File: src/hw/rtl/prhfg_pkg.sv
// Shared types and constants for the pulse-rate high-flow guard.
// No dependencies; every other file but prhfg_div imports this package.
package prhfg_pkg;

  // Field widths
  localparam int STAMP_W   = 32;
  localparam int FLOW_W    = 23;
  localparam int CFG_W     = 16;
  localparam int CFG_IDX_W = 2;

  // Default and largest estimation window, in stamps
  localparam int WINDOW_DEF = 20;
  localparam int WINDOW_MAX = 20;

  // Arithmetic constants
  localparam int SECS_PER_HOUR = 3600;
  localparam int SCALE_NUM     = 100;
  localparam logic [STAMP_W-1:0] IDLE_MARK = '1;

  // Input command codes
  localparam logic CMD_PULSE = 1'b0;
  localparam logic CMD_TICK  = 1'b1;

  // Configuration register indexes
  localparam logic [CFG_IDX_W-1:0] REG_GUARD_ENABLE = 2'd0;
  localparam logic [CFG_IDX_W-1:0] REG_METER_SCALE  = 2'd1;
  localparam logic [CFG_IDX_W-1:0] REG_MAX_FLOW     = 2'd2;
  localparam logic [CFG_IDX_W-1:0] REG_IDLE_PUSH    = 2'd3;

  // Register reset values
  localparam logic [CFG_W-1:0] METER_SCALE_RST = 16'd100;
  localparam logic [CFG_W-1:0] MAX_FLOW_RST    = 16'd480;
  localparam logic [CFG_W-1:0] IDLE_PUSH_RST   = 16'd60;

  // Controller to datapath commands
  typedef struct packed {
    logic load;        // capture the accepted item, clear result fields
    logic update;      // apply push, idle counter and pending updates
    logic check;       // evaluate the check; clear flag when guard disabled
    logic div1_start;  // start rate = window*3600 / span
    logic mul;         // scale the first quotient by 100
    logic div2_start;  // start flow = scaled / meter_scale
    logic finish;      // compare against max_flow, set flag and shutoff
    logic out_load;    // move result fields into the output register
  } prhfg_cmd_t;

  // Datapath to controller status
  typedef struct packed {
    logic div_needed;
    logic div_busy;
    logic div_done;
  } prhfg_sts_t;

endpackage

File: src/hw/rtl/prhfg_div.sv
// Radix-2 restoring divider: one quotient bit per cycle.
// Depends on nothing; used by prhfg_datapath for both divisions.
module prhfg_div #(
  parameter int NUM_W = 23,
  parameter int DEN_W = 32
) (
  input  logic             clk,
  input  logic             rst_n,
  input  logic             start,
  input  logic [NUM_W-1:0] num,
  input  logic [DEN_W-1:0] den,
  output logic             busy,
  output logic             done,
  output logic [NUM_W-1:0] quo
);

  localparam int CNT_W = (NUM_W > 1) ? $clog2(NUM_W) : 1;

  logic             busy_r, busy_nxt;
  logic             done_r, done_nxt;
  logic [CNT_W-1:0] cnt_r, cnt_nxt;
  logic [DEN_W-1:0] rem_r, rem_nxt;
  logic [DEN_W-1:0] den_r, den_nxt;
  logic [NUM_W-1:0] quo_r, quo_nxt;
  logic [DEN_W:0]   shifted;
  logic [DEN_W:0]   diff;

  // Trial subtract of one step
  assign shifted = {rem_r, quo_r[NUM_W-1]};
  assign diff    = shifted - {1'b0, den_r};

  always_comb begin
    busy_nxt = busy_r;
    done_nxt = 1'b0;
    cnt_nxt  = cnt_r;
    rem_nxt  = rem_r;
    den_nxt  = den_r;
    quo_nxt  = quo_r;
    if (start) begin
      busy_nxt = 1'b1;
      cnt_nxt  = '0;
      rem_nxt  = '0;
      den_nxt  = den;
      quo_nxt  = num;
    end else if (busy_r) begin
      if (!diff[DEN_W]) begin
        rem_nxt = diff[DEN_W-1:0];
      end else begin
        rem_nxt = shifted[DEN_W-1:0];
      end
      quo_nxt = {quo_r[NUM_W-2:0], ~diff[DEN_W]};
      cnt_nxt = cnt_r + 1'b1;
      if (cnt_r == CNT_W'(NUM_W - 1)) begin
        busy_nxt = 1'b0;
        done_nxt = 1'b1;
      end
    end
  end

  // Control state
  always_ff @(posedge clk) begin
    if (!rst_n) begin
      busy_r <= 1'b0;
      done_r <= 1'b0;
    end else begin
      busy_r <= busy_nxt;
      done_r <= done_nxt;
    end
  end

  // Working registers
  always_ff @(posedge clk) begin
    cnt_r <= cnt_nxt;
    rem_r <= rem_nxt;
    den_r <= den_nxt;
    quo_r <= quo_nxt;
  end

  assign busy = busy_r;
  assign done = done_r;
  assign quo  = quo_r;

  // Done pulses only at the end of a running division
  a_done_after_busy: assert property (@(posedge clk) disable iff (!rst_n)
    done_r |-> $past(busy_r))
    else $error("divider done without a running division");

endmodule

File: src/hw/rtl/prhfg_datapath.sv
// Datapath: config registers, stamp history, idle counter, flag and the
// divide/scale chain for the flow estimate. Uses prhfg_pkg and prhfg_div.
module prhfg_datapath #(
  parameter int WINDOW = prhfg_pkg::WINDOW_DEF
) (
  input  logic                                clk,
  input  logic                                rst_n,
  input  logic                                cfg_we,
  input  logic [prhfg_pkg::CFG_IDX_W-1:0]     cfg_index,
  input  logic [prhfg_pkg::CFG_W-1:0]         cfg_data,
  input  logic                                in_command,
  input  logic [prhfg_pkg::STAMP_W-1:0]       in_pulse_time,
  input  logic                                in_valve_open,
  input  prhfg_pkg::prhfg_cmd_t               cmd,
  output prhfg_pkg::prhfg_sts_t               sts,
  output logic [prhfg_pkg::FLOW_W-1:0]        out_flow_estimate,
  output logic                                out_decided,
  output logic                                out_high_flow,
  output logic                                out_shutoff_request
);
  import prhfg_pkg::*;

  localparam int RUN_W  = $clog2(WINDOW + 1);
  localparam int NUM1   = WINDOW * SECS_PER_HOUR;
  localparam int Q1_W   = $clog2(NUM1 + 1);

  // Configuration registers
  logic             guard_enable_r;
  logic [CFG_W-1:0] meter_scale_r;
  logic [CFG_W-1:0] max_flow_r;
  logic [CFG_W-1:0] idle_push_r;

  // Item and block state
  logic               command_r;
  logic [STAMP_W-1:0] pulse_time_r;
  logic               valve_r;
  logic [STAMP_W-1:0] hist_r [WINDOW+1];
  logic [CFG_W-1:0]   ssp_r, ssp_nxt;
  logic [RUN_W-1:0]   run_r, run_nxt;
  logic               pending_r, pending_nxt;
  logic               check_req_r, check_req_nxt;
  logic               flag_r, flag_nxt;
  logic [FLOW_W-1:0]  scaled_r;

  // Result fields
  logic [FLOW_W-1:0] res_flow_r;
  logic              res_decided_r;
  logic              res_shut_r;

  // Update-step signals
  logic [CFG_W-1:0]   ssp_inc;
  logic               push_now;
  logic               push_eff;
  logic [STAMP_W-1:0] push_val;
  logic               pending_eff;

  // Check-step signals
  logic [STAMP_W:0]   span_diff;
  logic [STAMP_W-1:0] span;
  logic               window_full;

  // Divider
  logic              div_start;
  logic [FLOW_W-1:0] div_num;
  logic [STAMP_W-1:0] div_den;
  logic              div_busy;
  logic              div_done;
  logic [FLOW_W-1:0] div_quo;

  // Write configuration registers
  always_ff @(posedge clk) begin
    if (!rst_n) begin
      guard_enable_r <= 1'b0;
      meter_scale_r  <= METER_SCALE_RST;
      max_flow_r     <= MAX_FLOW_RST;
      idle_push_r    <= IDLE_PUSH_RST;
    end else if (cfg_we) begin
      unique case (cfg_index)
        REG_GUARD_ENABLE: guard_enable_r <= cfg_data[0];
        REG_METER_SCALE:  meter_scale_r  <= cfg_data;
        REG_MAX_FLOW:     max_flow_r     <= cfg_data;
        REG_IDLE_PUSH:    idle_push_r    <= cfg_data;
      endcase
    end
  end

  // Capture the accepted item
  always_ff @(posedge clk) begin
    if (cmd.load) begin
      command_r    <= in_command;
      pulse_time_r <= in_pulse_time;
      valve_r      <= in_valve_open;
    end
  end

  // Decide what this item pushes
  assign ssp_inc     = (ssp_r != '1) ? ssp_r + 1'b1 : ssp_r;
  assign push_now    = (command_r == CMD_PULSE) || (ssp_inc >= idle_push_r);
  assign push_eff    = push_now && valve_r;
  assign push_val    = (command_r == CMD_PULSE) ? pulse_time_r : IDLE_MARK;
  assign pending_eff = pending_r || push_eff;

  always_comb begin
    ssp_nxt       = ssp_r;
    run_nxt       = run_r;
    pending_nxt   = pending_r;
    check_req_nxt = check_req_r;
    if (cmd.update) begin
      ssp_nxt = push_now ? '0 : ssp_inc;
      if (push_eff) begin
        if (push_val == IDLE_MARK) begin
          run_nxt = '0;
        end else if (run_r != RUN_W'(WINDOW)) begin
          run_nxt = run_r + 1'b1;
        end
      end
      check_req_nxt = (command_r == CMD_TICK) && pending_eff;
      pending_nxt   = pending_eff && (command_r != CMD_TICK);
    end
  end

  // Shift the stamp history, newest first
  always_ff @(posedge clk) begin
    if (!rst_n) begin
      for (int k = 0; k <= WINDOW; k++) begin
        hist_r[k] <= IDLE_MARK;
      end
    end else if (cmd.update && push_eff) begin
      hist_r[0] <= push_val;
      for (int k = 1; k <= WINDOW; k++) begin
        hist_r[k] <= hist_r[k-1];
      end
    end
  end

  // Span between newest stamp and the one a window older
  assign span_diff   = {1'b0, hist_r[0]} - {1'b0, hist_r[WINDOW]};
  assign span        = (span_diff[STAMP_W-1:0] == '0) ? STAMP_W'(1) : span_diff[STAMP_W-1:0];
  assign window_full = (run_r == RUN_W'(WINDOW));

  assign sts.div_needed = check_req_r && valve_r && guard_enable_r && window_full
                          && !span_diff[STAMP_W];
  assign sts.div_busy   = div_busy;
  assign sts.div_done   = div_done;

  // Feed the shared divider
  assign div_start = cmd.div1_start || cmd.div2_start;
  assign div_num   = cmd.div1_start ? FLOW_W'(NUM1) : scaled_r;
  assign div_den   = cmd.div1_start ? span
                   : ((meter_scale_r == '0) ? STAMP_W'(1) : STAMP_W'(meter_scale_r));

  prhfg_div #(
    .NUM_W (FLOW_W),
    .DEN_W (STAMP_W)
  ) u_div (
    .clk   (clk),
    .rst_n (rst_n),
    .start (div_start),
    .num   (div_num),
    .den   (div_den),
    .busy  (div_busy),
    .done  (div_done),
    .quo   (div_quo)
  );

  // Scale the rate by 100
  always_ff @(posedge clk) begin
    if (cmd.mul) begin
      scaled_r <= FLOW_W'(div_quo[Q1_W-1:0] * 7'(SCALE_NUM));
    end
  end

  // Flag: clear when disabled, set or clear on a full comparison
  always_comb begin
    flag_nxt = flag_r;
    if (cmd.check && check_req_r && valve_r && !guard_enable_r) begin
      flag_nxt = 1'b0;
    end else if (cmd.finish) begin
      flag_nxt = (div_quo >= FLOW_W'(max_flow_r));
    end
  end

  // Control state
  always_ff @(posedge clk) begin
    if (!rst_n) begin
      ssp_r       <= '0;
      run_r       <= '0;
      pending_r   <= 1'b0;
      check_req_r <= 1'b0;
      flag_r      <= 1'b0;
    end else begin
      ssp_r       <= ssp_nxt;
      run_r       <= run_nxt;
      pending_r   <= pending_nxt;
      check_req_r <= check_req_nxt;
      flag_r      <= flag_nxt;
    end
  end

  // Result fields: cleared per item, filled on a full comparison
  always_ff @(posedge clk) begin
    if (!rst_n) begin
      res_flow_r    <= '0;
      res_decided_r <= 1'b0;
      res_shut_r    <= 1'b0;
    end else if (cmd.load) begin
      res_flow_r    <= '0;
      res_decided_r <= 1'b0;
      res_shut_r    <= 1'b0;
    end else if (cmd.finish) begin
      res_flow_r    <= div_quo;
      res_decided_r <= 1'b1;
      res_shut_r    <= (div_quo >= FLOW_W'(max_flow_r));
    end
  end

  // Output register
  always_ff @(posedge clk) begin
    if (cmd.out_load) begin
      out_flow_estimate   <= res_flow_r;
      out_decided         <= res_decided_r;
      out_high_flow       <= flag_r;
      out_shutoff_request <= res_shut_r;
    end
  end

  // Run of real stamps never exceeds the window
  a_run_bound: assert property (@(posedge clk) disable iff (!rst_n)
    run_r <= RUN_W'(WINDOW))
    else $error("stamp run count beyond window");

  // A shutoff request always comes with the flag raised
  a_shut_flag: assert property (@(posedge clk) disable iff (!rst_n)
    res_shut_r |-> flag_r)
    else $error("shutoff request without high flow flag");

  // A full comparison only happens with the valve open
  a_decided_valve: assert property (@(posedge clk) disable iff (!rst_n)
    res_decided_r |-> valve_r)
    else $error("flow decided with valve closed");

endmodule

File: src/hw/rtl/prhfg_ctrl.sv
// Controller state machine: sequences update, check, two divisions and
// the output handoff. Uses prhfg_pkg for command and status structs.
module prhfg_ctrl (
  input  logic                   clk,
  input  logic                   rst_n,
  input  logic                   in_valid,
  output logic                   in_ready,
  output logic                   out_valid,
  input  logic                   out_ready,
  output prhfg_pkg::prhfg_cmd_t  cmd,
  input  prhfg_pkg::prhfg_sts_t  sts
);
  import prhfg_pkg::*;

  localparam logic [2:0] S_IDLE   = 3'd0;
  localparam logic [2:0] S_UPDATE = 3'd1;
  localparam logic [2:0] S_CHECK  = 3'd2;
  localparam logic [2:0] S_DIV1   = 3'd3;
  localparam logic [2:0] S_MUL    = 3'd4;
  localparam logic [2:0] S_DIV2   = 3'd5;
  localparam logic [2:0] S_FINAL  = 3'd6;
  localparam logic [2:0] S_OUT    = 3'd7;

  logic [2:0] state_r, state_nxt;
  logic       out_valid_r, out_valid_nxt;
  logic       out_free;

  assign out_free = !out_valid_r || out_ready;
  assign in_ready = (state_r == S_IDLE);

  // Next state and commands
  always_comb begin
    state_nxt = state_r;
    cmd       = '0;
    unique case (state_r)
      S_IDLE: begin
        if (in_valid) begin
          cmd.load  = 1'b1;
          state_nxt = S_UPDATE;
        end
      end
      S_UPDATE: begin
        cmd.update = 1'b1;
        state_nxt  = S_CHECK;
      end
      S_CHECK: begin
        cmd.check = 1'b1;
        if (sts.div_needed) begin
          cmd.div1_start = 1'b1;
          state_nxt      = S_DIV1;
        end else begin
          state_nxt = S_OUT;
        end
      end
      S_DIV1: begin
        if (sts.div_done) begin
          cmd.mul   = 1'b1;
          state_nxt = S_MUL;
        end
      end
      S_MUL: begin
        cmd.div2_start = 1'b1;
        state_nxt      = S_DIV2;
      end
      S_DIV2: begin
        if (sts.div_done) begin
          state_nxt = S_FINAL;
        end
      end
      S_FINAL: begin
        cmd.finish = 1'b1;
        state_nxt  = S_OUT;
      end
      S_OUT: begin
        if (out_free) begin
          cmd.out_load = 1'b1;
          state_nxt    = S_IDLE;
        end
      end
    endcase
  end

  // Hold the result until taken
  assign out_valid_nxt = cmd.out_load ? 1'b1 : (out_ready ? 1'b0 : out_valid_r);

  always_ff @(posedge clk) begin
    if (!rst_n) begin
      state_r     <= S_IDLE;
      out_valid_r <= 1'b0;
    end else begin
      state_r     <= state_nxt;
      out_valid_r <= out_valid_nxt;
    end
  end

  assign out_valid = out_valid_r;

  // While waiting on a division the divider is running or just finished
  a_div_wait: assert property (@(posedge clk) disable iff (!rst_n)
    (state_r == S_DIV1 || state_r == S_DIV2) |-> (sts.div_busy || sts.div_done))
    else $error("waiting on divider that is not running");

  // A new result appears only from the output state
  a_out_src: assert property (@(posedge clk) disable iff (!rst_n)
    $rose(out_valid_r) |-> $past(state_r) == S_OUT)
    else $error("result valid raised outside output state");

  // The divider is never started while it is busy
  a_div_start: assert property (@(posedge clk) disable iff (!rst_n)
    (cmd.div1_start || cmd.div2_start) |-> !sts.div_busy)
    else $error("divider restarted while busy");

endmodule

File: src/hw/rtl/pulse_rate_high_flow_guard.sv
// Top level of the meter pulse-rate high-flow guard.
// Depends on prhfg_pkg, prhfg_ctrl, prhfg_datapath (and prhfg_div below it).
//
// Channel   Handshake              Payload
// in        in_valid / in_ready    in_command, in_pulse_time, in_valve_open
// out       out_valid / out_ready  out_flow_estimate, out_decided,
//                                  out_high_flow, out_shutoff_request
// cfg       cfg_we                 cfg_index, cfg_data
//
// An item without a flow check passes through the update, check and output
// states from accept to result; one with a check also runs two divisions in
// a row on the shared serial divider (one quotient bit a cycle).
// Reset is synchronous and active low; it loads all-ones markers into the
// history and the register defaults. A waiting result sits in the output
// register; the next item is accepted meanwhile and waits only at handoff.
module pulse_rate_high_flow_guard #(
  parameter int WINDOW = prhfg_pkg::WINDOW_DEF
) (
  input  logic                            clk,
  input  logic                            rst_n,
  input  logic                            cfg_we,
  input  logic [prhfg_pkg::CFG_IDX_W-1:0] cfg_index,
  input  logic [prhfg_pkg::CFG_W-1:0]     cfg_data,
  input  logic                            in_valid,
  output logic                            in_ready,
  input  logic                            in_command,
  input  logic [prhfg_pkg::STAMP_W-1:0]   in_pulse_time,
  input  logic                            in_valve_open,
  output logic                            out_valid,
  input  logic                            out_ready,
  output logic [prhfg_pkg::FLOW_W-1:0]    out_flow_estimate,
  output logic                            out_decided,
  output logic                            out_high_flow,
  output logic                            out_shutoff_request
);
  import prhfg_pkg::*;

  prhfg_cmd_t cmd;
  prhfg_sts_t sts;

  // Sequence each item
  prhfg_ctrl u_ctrl (
    .clk       (clk),
    .rst_n     (rst_n),
    .in_valid  (in_valid),
    .in_ready  (in_ready),
    .out_valid (out_valid),
    .out_ready (out_ready),
    .cmd       (cmd),
    .sts       (sts)
  );

  // State, arithmetic and output register
  prhfg_datapath #(
    .WINDOW (WINDOW)
  ) u_dp (
    .clk                 (clk),
    .rst_n               (rst_n),
    .cfg_we              (cfg_we),
    .cfg_index           (cfg_index),
    .cfg_data            (cfg_data),
    .in_command          (in_command),
    .in_pulse_time       (in_pulse_time),
    .in_valve_open       (in_valve_open),
    .cmd                 (cmd),
    .sts                 (sts),
    .out_flow_estimate   (out_flow_estimate),
    .out_decided         (out_decided),
    .out_high_flow       (out_high_flow),
    .out_shutoff_request (out_shutoff_request)
  );

endmodule

File: config.mk
export PLATFORM = sky130hd
export DESIGN_NAME = pulse_rate_high_flow_guard
export DESIGN_NICKNAME = d
export VERILOG_FILES = /design/src/hw/rtl/prhfg_pkg.sv /design/src/hw/rtl/prhfg_div.sv /design/src/hw/rtl/prhfg_datapath.sv /design/src/hw/rtl/prhfg_ctrl.sv /design/src/hw/rtl/pulse_rate_high_flow_guard.sv
export SDC_FILE = /design/constraint.sdc
export NUM_CORES = 1
export LEC_CHECK = 0
export ABC_AREA = 1
export BUFFER_PORTS_ARGS = -buffer_cell sky130_fd_sc_hd__buf_2
export CORE_MARGIN = 2
export CORE_UTILIZATION = 50
export CTS_CLUSTER_SIZE = 20
export DETAILED_ROUTE_END_ITERATION = 8
export PLACE_DENSITY = 0.72
export SLEW_MARGIN = 30
export SYNTH_ARGS = -nofsm -noshare
export SYNTH_HDL_FRONTEND = slang
export SYNTH_SLANG_ARGS = --single-unit
File: constraint.sdc
create_clock -name clk -period 24.1 [get_ports clk]
set_clock_uncertainty 0.05 [all_clocks]
set_input_delay 3.615 -clock clk [delete_from_list [all_inputs] [get_ports clk]]
set_output_delay 3.615 -clock clk [all_outputs]
set_load 0.01 [all_outputs]
After elaboration in Yosys (flattened, before gate mapping)

Memory sizes are Yosys's and may differ from the RTL's.
Index checks and enable logic that the tools add are counted.

Register bits after elaboration: 277
RAM bits: 672
Input port bits: 57
Output and inout port bits: 28
Word-level logic and storage cells: 175
Memories: 1

Add/sub/neg operators: 5
Multiply operators: 1
$lt $le $gt $ge: 2
Equality and inequality tests: 19
Multiplexer cells: 60
Bitwise logic cells: 25
Reductions and logical operators: 34

Memory list:

| name        | depth | bits a word | rd ports | clocked after memory_dff | wr ports | line                 | source |
|---|---|---|---|---|---|---|---|
| u_dp.hist_r | 21    | 32          | 21       | 0                        | 21       | prhfg_datapath.sv:37 | `logic [STAMP_W-1:0] hist_r [WINDOW+1];` |

Operators with widths:

| operator              | number |
|---|---|
| $mux 32               | 25 |
| $mux 23               | 3 |
| $mux 16               | 3 |
| $sub 32x32->33        | 1 |
| $sub 33x32->33        | 1 |
| $eq 32x32->1 const B  | 1 |
| $logic_not 32->1      | 1 |
| $pmux 3 s8            | 1 |
| $ge 23x16->1          | 1 |
| $mul 17x5->21 const B | 1 |
| $or 1x1->1            | 21 |
| $mux 1                | 20 |
| $add 16x1->16 const B | 1 |
| $ge 16x16->1          | 1 |
| $logic_not 16->1      | 1 |
| $ne 16x16->1 const B  | 1 |
| $mux 3                | 5 |
| $eq 3x3->1 const B    | 4 |
| $logic_and 1x1->1     | 11 |
| $add 5x1->5 const B   | 2 |
| $eq 5x5->1 const B    | 2 |
| $mux 5                | 2 |
| $reduce_and 2->1      | 4 |
| $eq 3x2->1 const B    | 2 |
| 17 further kinds      | 31 |

Logic depth before layout (Yosys ltp)

Gate-level depths: netlist (run 1).

Depth in word-level cells: 10
Gate-level depth with buffers: 22
Mapped depth without buffers: 22

Modules after synthesis

From an unflattened synthesis (run 1), not the netlist that was laid out.

Cell total of the unflattened synthesis: 4669
Area total of the unflattened synthesis: 44465.1 µm²

By module, submodules not included:

| module         | times used | cells an instance | area an instance (µm²) |
|---|---|---|---|
| prhfg_datapath | 1          | 3631              | 37663.6 |
| prhfg_div      | 1          | 979               | 6466.2 |
| prhfg_ctrl     | 1          | 59                | 335.3 |

Worst setup path before layout (run 1)

Ideal clock, no wire load.

Kind: input port to flip-flop
Start: input port rst_n
End: memory u_dp.hist_r[0][0] (enable)
Setup time: 4.726 ns
Data arrival time: 14.989 ns
Data required time: 19.324 ns
Setup slack: 4.335 ns
Stages: 3
Path buffers: 2
Path through: clkbuf_1 > clkbuf_1 > nand2_1

RTL lines:

| element            | line                             | source |
|---|---|---|
| start: declaration | pulse_rate_high_flow_guard.sv:20 | `input logic rst_n,` |
| end: declaration   | prhfg_datapath.sv:37             |  |

==> key figures, run 1 <==
Routing
  • DR WL/cell: 14.4 um
  • Antenna Nets Post-Route: 0
  • Vias per cell: 4.82
  • Post-detailed-route DRC marker count: 0
  • Total Routed Length: 83.4 mm
  • Iteration-0 DRC Markers: roughly 2200
  • Vias post-DR: 27855
  • First-pass DRT Iterations: 6

Critical path
  • Crit. End Element: flip-flop
  • Crit Path Max Fanout: 76
  • Worst Path Required: ~24 ns
  • WP data arrival: around 6.3 ns
  • Setup Crit Path Kind: primary input to flip-flop
  • Crit start category: primary input

Synth
  • Yosys warning count: 0
  • Synth async-reset ratio: 0%
  • Synth Area per Inst: approximately 9.7 um2
  • Number of synthesized register bits: 949
  • Synth area leader: edfxtp_1
  • Post-Synthesis Cells: 4457
  • Synth cell count leaders: nand2_1 (1223), inv_1 (1001), edfxtp_1 (808)
  • Top_reg_cell synth: edfxtp_1
  • Syn nets: 4682
  • Synthesized area: 0.0434 mm2
  • Main area contributors after synthesis: edfxtp_1 (56%), nand2_1 (11%), inv_1 (8.7%)
  • EDFF count, synth: 808
  • Netlist cell types: 44
  • Synth top area share: 55.9%
  • Sequential element share of the synthesized area: 62.4%
  • Cell with the most instances after synthesis: nand2_1

GRT
  • Initial antenna violation count: 0
  • Largest net degree at the start of global routing: 263
  • GRT overflow: 0
  • Global Route Usage Sum: 18.8%
  • Vias in the first global route: 26774
  • First-pass GRT wire length: roughly 140 mm

Clock network
  • Reg clk slew, reported paths: ~0.06 ns
  • Clk Latency, worst-skew pair: 0.68 ns
  • H-tree Lvls: 3
  • Root buffer cell: clkbuf_16
  • CTS Sinks: 949
  • Hold_buf cts: 0
  • CTS tree: built
  • Clock buffer depth: 3
  • Postcts setup bufs: 0
  • CTS Buf Count: 97
  • Post-CTS sizing: 0

Floorplan
  • Die ar.: between 0.08 and 0.09 mm2
  • Io pins: 85
  • # rows: 108
  • Starting Density: 50.3%
  • Placeable Area: ~0.086 mm2
  • Die height: between 200 and 300 um
  • Die width: 299 um

Power and ir drop
  • Pwr Density: slightly above 80 mW/mm2
  • Leak: 21.5 nW
  • Worst-case vdd ir drop: 0.0000680 V

Timing
  • Hold WS: 0.380 ns
  • Pins over their slew limit: 0
  • Slew margin rel.: between 30% and 40%
  • Final TNS setup: 0 ns
  • Fin crit share: between 20% and 30%
  • Post-layout min period: 6.10 ns
  • Highest achievable clock rate: 0.164 GHz
  • Final setup vio count: 0
  • RSZ-0062 raised after global routing: no
  • Final hold viol count: 0
  • Worst Tran Pin Value: between 0.9 and 1 ns

Final layout
  • FF/Latch Area: 0.0271 mm2
  • # diodes: 0
  • Filler cells: 7394
  • Area taken by multi-input logic gates: 0.0120 mm2
  • Share of cells above drive strength 1: under 10%
  • Fin cells: 5778
  • Area Growth Syn to Fin: 10.9%
  • Layout Nets: around 4800

Status
  • Status: complete, no violations

Place
  • RD Place Congestion: 0.922
  • I/O Buffers: 84
  • Dpl hpwl: 55.6 mm
  • Post-Place Cells: 5596

Run
  • Max-cap viol count: 0

Min path
  • HP Class: flip-flop to flip-flop
[flip-flops by register name, summed over array words and instances, names as in the netlist, 21 cells and up]
register and count:
u_dp.out_flow_estimate 23, u_dp.u_div.quo 23, u_dp.scaled_r 21, u_dp.pulse_time_r 32, u_dp.u_div.den_r 32, u_dp.u_div.rem_r 32
u_dp.res_flow_r 23, u_dp.hist_r 672
[layout by cell type, fill, tap and decap left out, drive strengths merged, types with 6 or more instances in the layout]
cell,n
fa,14
nand2,1226
edfxtp,808
a31oi,14
inv,1008
nor2,270
clkinv,41
dfxtp,141
ha,154
xor2,26
nand4,30
a21oi,172
a21o,7
nor3,29
buf,109
o211ai,6
nor4,10
o21ai,143
xnor2,33
or2,98
clkbuf,128
nand3,112
[final timing paths]
check / start / cells after the start / slack (ns) / endpoint
max: rst_n / 5 / 18.00 / u_dp.hist_r[9][27]
min: u_dp.res_decided_r / 0 / 0.38 / u_dp.out_decided
max reg2reg: u_dp.ssp_r[0] / 19 / 18.60 / u_dp.hist_r[9][27]
min reg2reg: u_dp.res_decided_r / 0 / 0.38 / u_dp.out_decided
[cell type report]
type	count	share of cell area (%)
clock buffer	128	5.48
clock inverter	51	1.00
inverter	1007	7.85
multi-input combinational	2379	24.9
sequential	949	56.2
tap	1155	3.00
timing repair buffer	109	1.52
[routing by layer]
layer	share of wire [%]	vias to the layer above	global-route usage (%)
met5	0	-	0.106
met4	3.4	0	7.67
met3	4.3	144	2.92
met2	47	515	30.7
met1	45	12998	25.3
li1	-	14198	-
[cells by family (layout without fill, tap and decap cells)]
logic type	count (synthesis)	in the layout	share of synthesized area (%)
buffers and inverters	1129	1295	10.0
DFF	949	949	62.4
adders and majority gates	168	168	5.08
and+or+nand+nor	1788	1788	16.8
xor gates and xnor gates	59	59	1.19
AOI/OAI and AO/OA	364	364	4.47
[power breakdown]
part           switching, mW  internal (mW)
sequential            0.0348           1.87
clock                  0.635          0.820
combinational          0.401          0.190
[stage by stage]
| step | utilization (%) | total power [mW] | worst slack [ns] | instance area [um2] |
|---|---|---|---|---|
| after floorplan | - | 2.47 | 4.34 | 43400 |
| after global placement | 52.0 | 2.51 | 16.92 | 44900 |
| after detailed placement | 52.1 | 2.53 | 17.08 | 45000 |
| after CTS | 55.7 | 3.99 | 17.77 | 48100 |
| after global routing | 55.8 | 4.14 | 17.76 | 48200 |
| final | 55.8 | 3.95 | 18.00 | 48200 |
[critical path, stage by stage]
cell	delay (ns)
buf_2	0.10
buf_4	0.30
nand2_4	0.75
buf_4	0.82
buf_6	0.64
(Power assumes the default switching activity.)
==> run 2, diff against run 1 <==
ABC_AREA = 0   (was 1)
clock period = 6.4 ns   (was 24.1 ns; I/O delays follow)
==> run 2 against run 1 <==
Effect of this change: sequential power rose to 3.9 times the previous value; utilization down 0.15 points; largest power group unchanged; die area shrank 3.2%; via count shrank 9.2%.
==> key figures, run 2 <==
Place
  • Dpl hpwl: 46.7 mm
  • I/O Buffers: 84
  • RD Place Congestion: 0.845

Synth
  • Sequential element share of the synthesized area: about 65%
  • Synth async-reset ratio: 0%
  • Synthesized area: roughly 0.042 mm2
  • Number of synthesized register bits: 949
  • EDFF count, synth: 808
  • Synth cell count leaders: edfxtp_1 (808), or3_1 (580), nand2_1 (251)
  • Synth top area share: 57.8%
  • Main area contributors after synthesis: edfxtp_1 (58%), or3_1 (8.6%), dfxtp_1 (6.7%)
  • Cell with the most instances after synthesis: edfxtp_1
  • Synth area leader: edfxtp_1
  • Synth Area per Inst: 12.4 um2
  • Netlist cell types: between 80 and 90
  • Post-Synthesis Cells: about 3400
  • Syn nets: 3600
  • Top_reg_cell synth: edfxtp_1
  • Yosys warning count: 0

Power and ir drop
  • Total Power: about 17 mW
  • Worst-case vdd ir drop: 0.000244 V
  • Leak: 14.2 nW
  • Pwr Density: 366 mW/mm2

Floorplan
  • Placeable Area: 0.0834 mm2
  • Die height: slightly below 300 um
  • # rows: 106
  • Die width: 294 um
  • Starting Density: 50.3%
  • Die ar.: about 0.086 mm2
  • Io pins: 85

Critical path
  • CP top delay family: simple AND/OR/NAND/NOR gates
  • WP data arrival: about 5.4 ns
  • Crit start category: flip-flop
  • Critical-path top delay cell: buf_12
  • Crit Path Max Fanout: ~170
  • WP buf/inv: 2
  • Worst R2R Setup Slack: 1.24 ns
  • Crit. End Element: flip-flop
  • Worst R2R Start: u_dp.ssp_r[5]
  • Crit path cell chain: and4_1 > and4_1 > and2_4 > nand3_4 > nor3_1 > nor2_1 > nand2_1 > xnor2_1 > ha_1 > o21a_1 > o21ai_0 > nand2b_1 > a21oi_1 > nor3_1 > a21oi_2 > buf_4 > or2_4 > nand2_8 > buf_12
  • Worst stage delay on the critical path: 0.72 ns
  • Setup Crit Path Kind: flip-flop to flip-flop
  • Reg2Reg Capture Point: u_dp.hist_r[1][16]
  • Reg2Reg Depth: 19
  • Worst Path Required: 6.64 ns

Routing
  • DR WL/cell: 17.0 um
  • Total Routed Length: 77.2 mm
  • Antenna Nets Post-Route: 0
  • Iteration-0 DRC Markers: 2216
  • First-pass DRT Iterations: 5
  • Vias per cell: 5.58
  • Vias post-DR: 25300
  • Post-detailed-route DRC marker count: 0

Min path
  • Worst Hold Launch: u_dp.res_flow_r[22]
  • Hold Path Sink: u_dp.out_flow_estimate[22]
  • HP Class: flip-flop to flip-flop
  • Worst hold path cell count: 0

GRT
  • Initial antenna violation count: 0
  • Global Route Usage Sum: 17.8%
  • GRT overflow: 0
  • Largest net degree at the start of global routing: 275
  • Vias in the first global route: around 24000
  • First-pass GRT wire length: 125 mm

Timing
  • RSZ-0062 raised after global routing: no
  • Final hold viol count: 0
  • Post-layout min period: 5.16 ns
  • Pins over their slew limit: 0
  • Slew margin rel.: 31.6%
  • Worst Tran Pin Value: 1.03 ns
  • Fin crit share: between 80% and 90%
  • Highest achievable clock rate: 0.194 GHz
  • Final TNS setup: 0 ns
  • Final setup vio count: 0

Final layout
  • Largest reg by FF count: u_dp.hist_r
  • Most frequent cells in the layout: edfxtp_1 (808), or3_1 (580), nand2_1 (250)
  • Layout Nets: ~3600
  • Max reg flops: 672
  • Area Growth Syn to Fin: 10.5%
  • Commonest non-fill, non-tap cell in the layout: edfxtp_1
  • # diodes: 0
  • Share of cells above drive strength 1: 8.17%

Clock network
  • CTS tree: built
  • Hold_buf cts: 0
  • Reg clk slew, reported paths: about 0.06 ns
  • Root buffer cell: clkbuf_16
  • Clk Latency, worst-skew pair: 0.66 ns
  • CTS Sinks: 949
  • Postcts setup bufs: 0
  • CTS Buf Count: 95
  • Post-CTS sizing: 0
  • Clock buffer depth: 3
  • H-tree Lvls: 3

Run
  • Max-cap viol count: 0

Status
  • Status: complete, no violations
-- run 2: cell count changes in the layout (fill, tap and decap cells not counted), moves of 60 or more --
cell / previous run / this run
or3_1: 0 / 580
nand2_1: 1222 / 250
or2_2: 98 / 6
nor2_1: 263 / 105
nand3_1: 110 / 50
o21ai_0: 129 / 65
nand2b_1: 0 / 125
inv_1: 999 / 184
-- run 2: metal layers --
metal | wire length [um] | vias to the layer above | global-route usage (%)
li1 | - | 12368 | -
met1 | 36800 | 12310 | 26.6
met2 | 35500 | 516 | 27.3
met3 | 3560 | 106 | 2.84
met4 | 1380 | 0 | 4.18
met5 | 0 | - | 0
-- run 2: cell families after synthesis --
family	count (synthesis)	share of synthesized area, %
AOI/OAI and AO/OA	457	6.93
buffers and inverters	391	3.57
adders and majority gates	168	5.26
xor gates and xnor gates	73	1.57
DFF	949	64.5
and+or+nand+nor	1294	17.1
muxes	43	1.04
-- run 2: cell type report --
cell class	count	area [um2]
clock buffer	123	2540
fill	6683	37000
tap	1080	1350
inverter	189	717
sequential	949	27100
timing repair buffer	109	714
multi-input combinational	2035	13500
clock inverter	46	517
-- run 2: metrics by stage --
stage	cell area (um2)	util [%]	hold slack, ns	setup WS (ns)	cells
after floorplan	42000	-	0.358	-0.197	3375
after global placement	43300	51.9	0.363	1.19	4361
after detailed placement	43300	51.9	0.365	1.23	4361
after CTS	46400	55.6	0.376	1.25	4530
after global routing	46400	55.6	0.387	0.832	4531
final	46400	55.6	0.378	1.24	4531
-- run 2: worst max-delay path by stage --
stage                     endpoint  slack, ns  cells past startpoint          start
2_1_floorplan    u_dp.hist_r[0][0]      -0.20                     20  u_dp.ssp_r[3]
3_3_place_gp   u_dp.hist_r[17][10]       1.19                     19  u_dp.ssp_r[3]
3_5_place_dp    u_dp.hist_r[6][10]       1.23                     19  u_dp.ssp_r[3]
4_1_cts        u_dp.hist_r[17][10]       1.25                     19  u_dp.ssp_r[3]
5_1_grt        u_dp.hist_r[17][10]       0.83                     19  u_dp.ssp_r[3]
6_report        u_dp.hist_r[1][16]       1.24                     19  u_dp.ssp_r[5]
-- run 2: where the power goes --
part           total, mW  switching (mW)  internal [mW]  leakage, nW
clock network       5.43            2.29           3.14         1.47
logic               4.06            2.43           1.63         5.76
registers           7.50           0.264           7.23         7.00
total               17.0            4.98           12.0         14.2
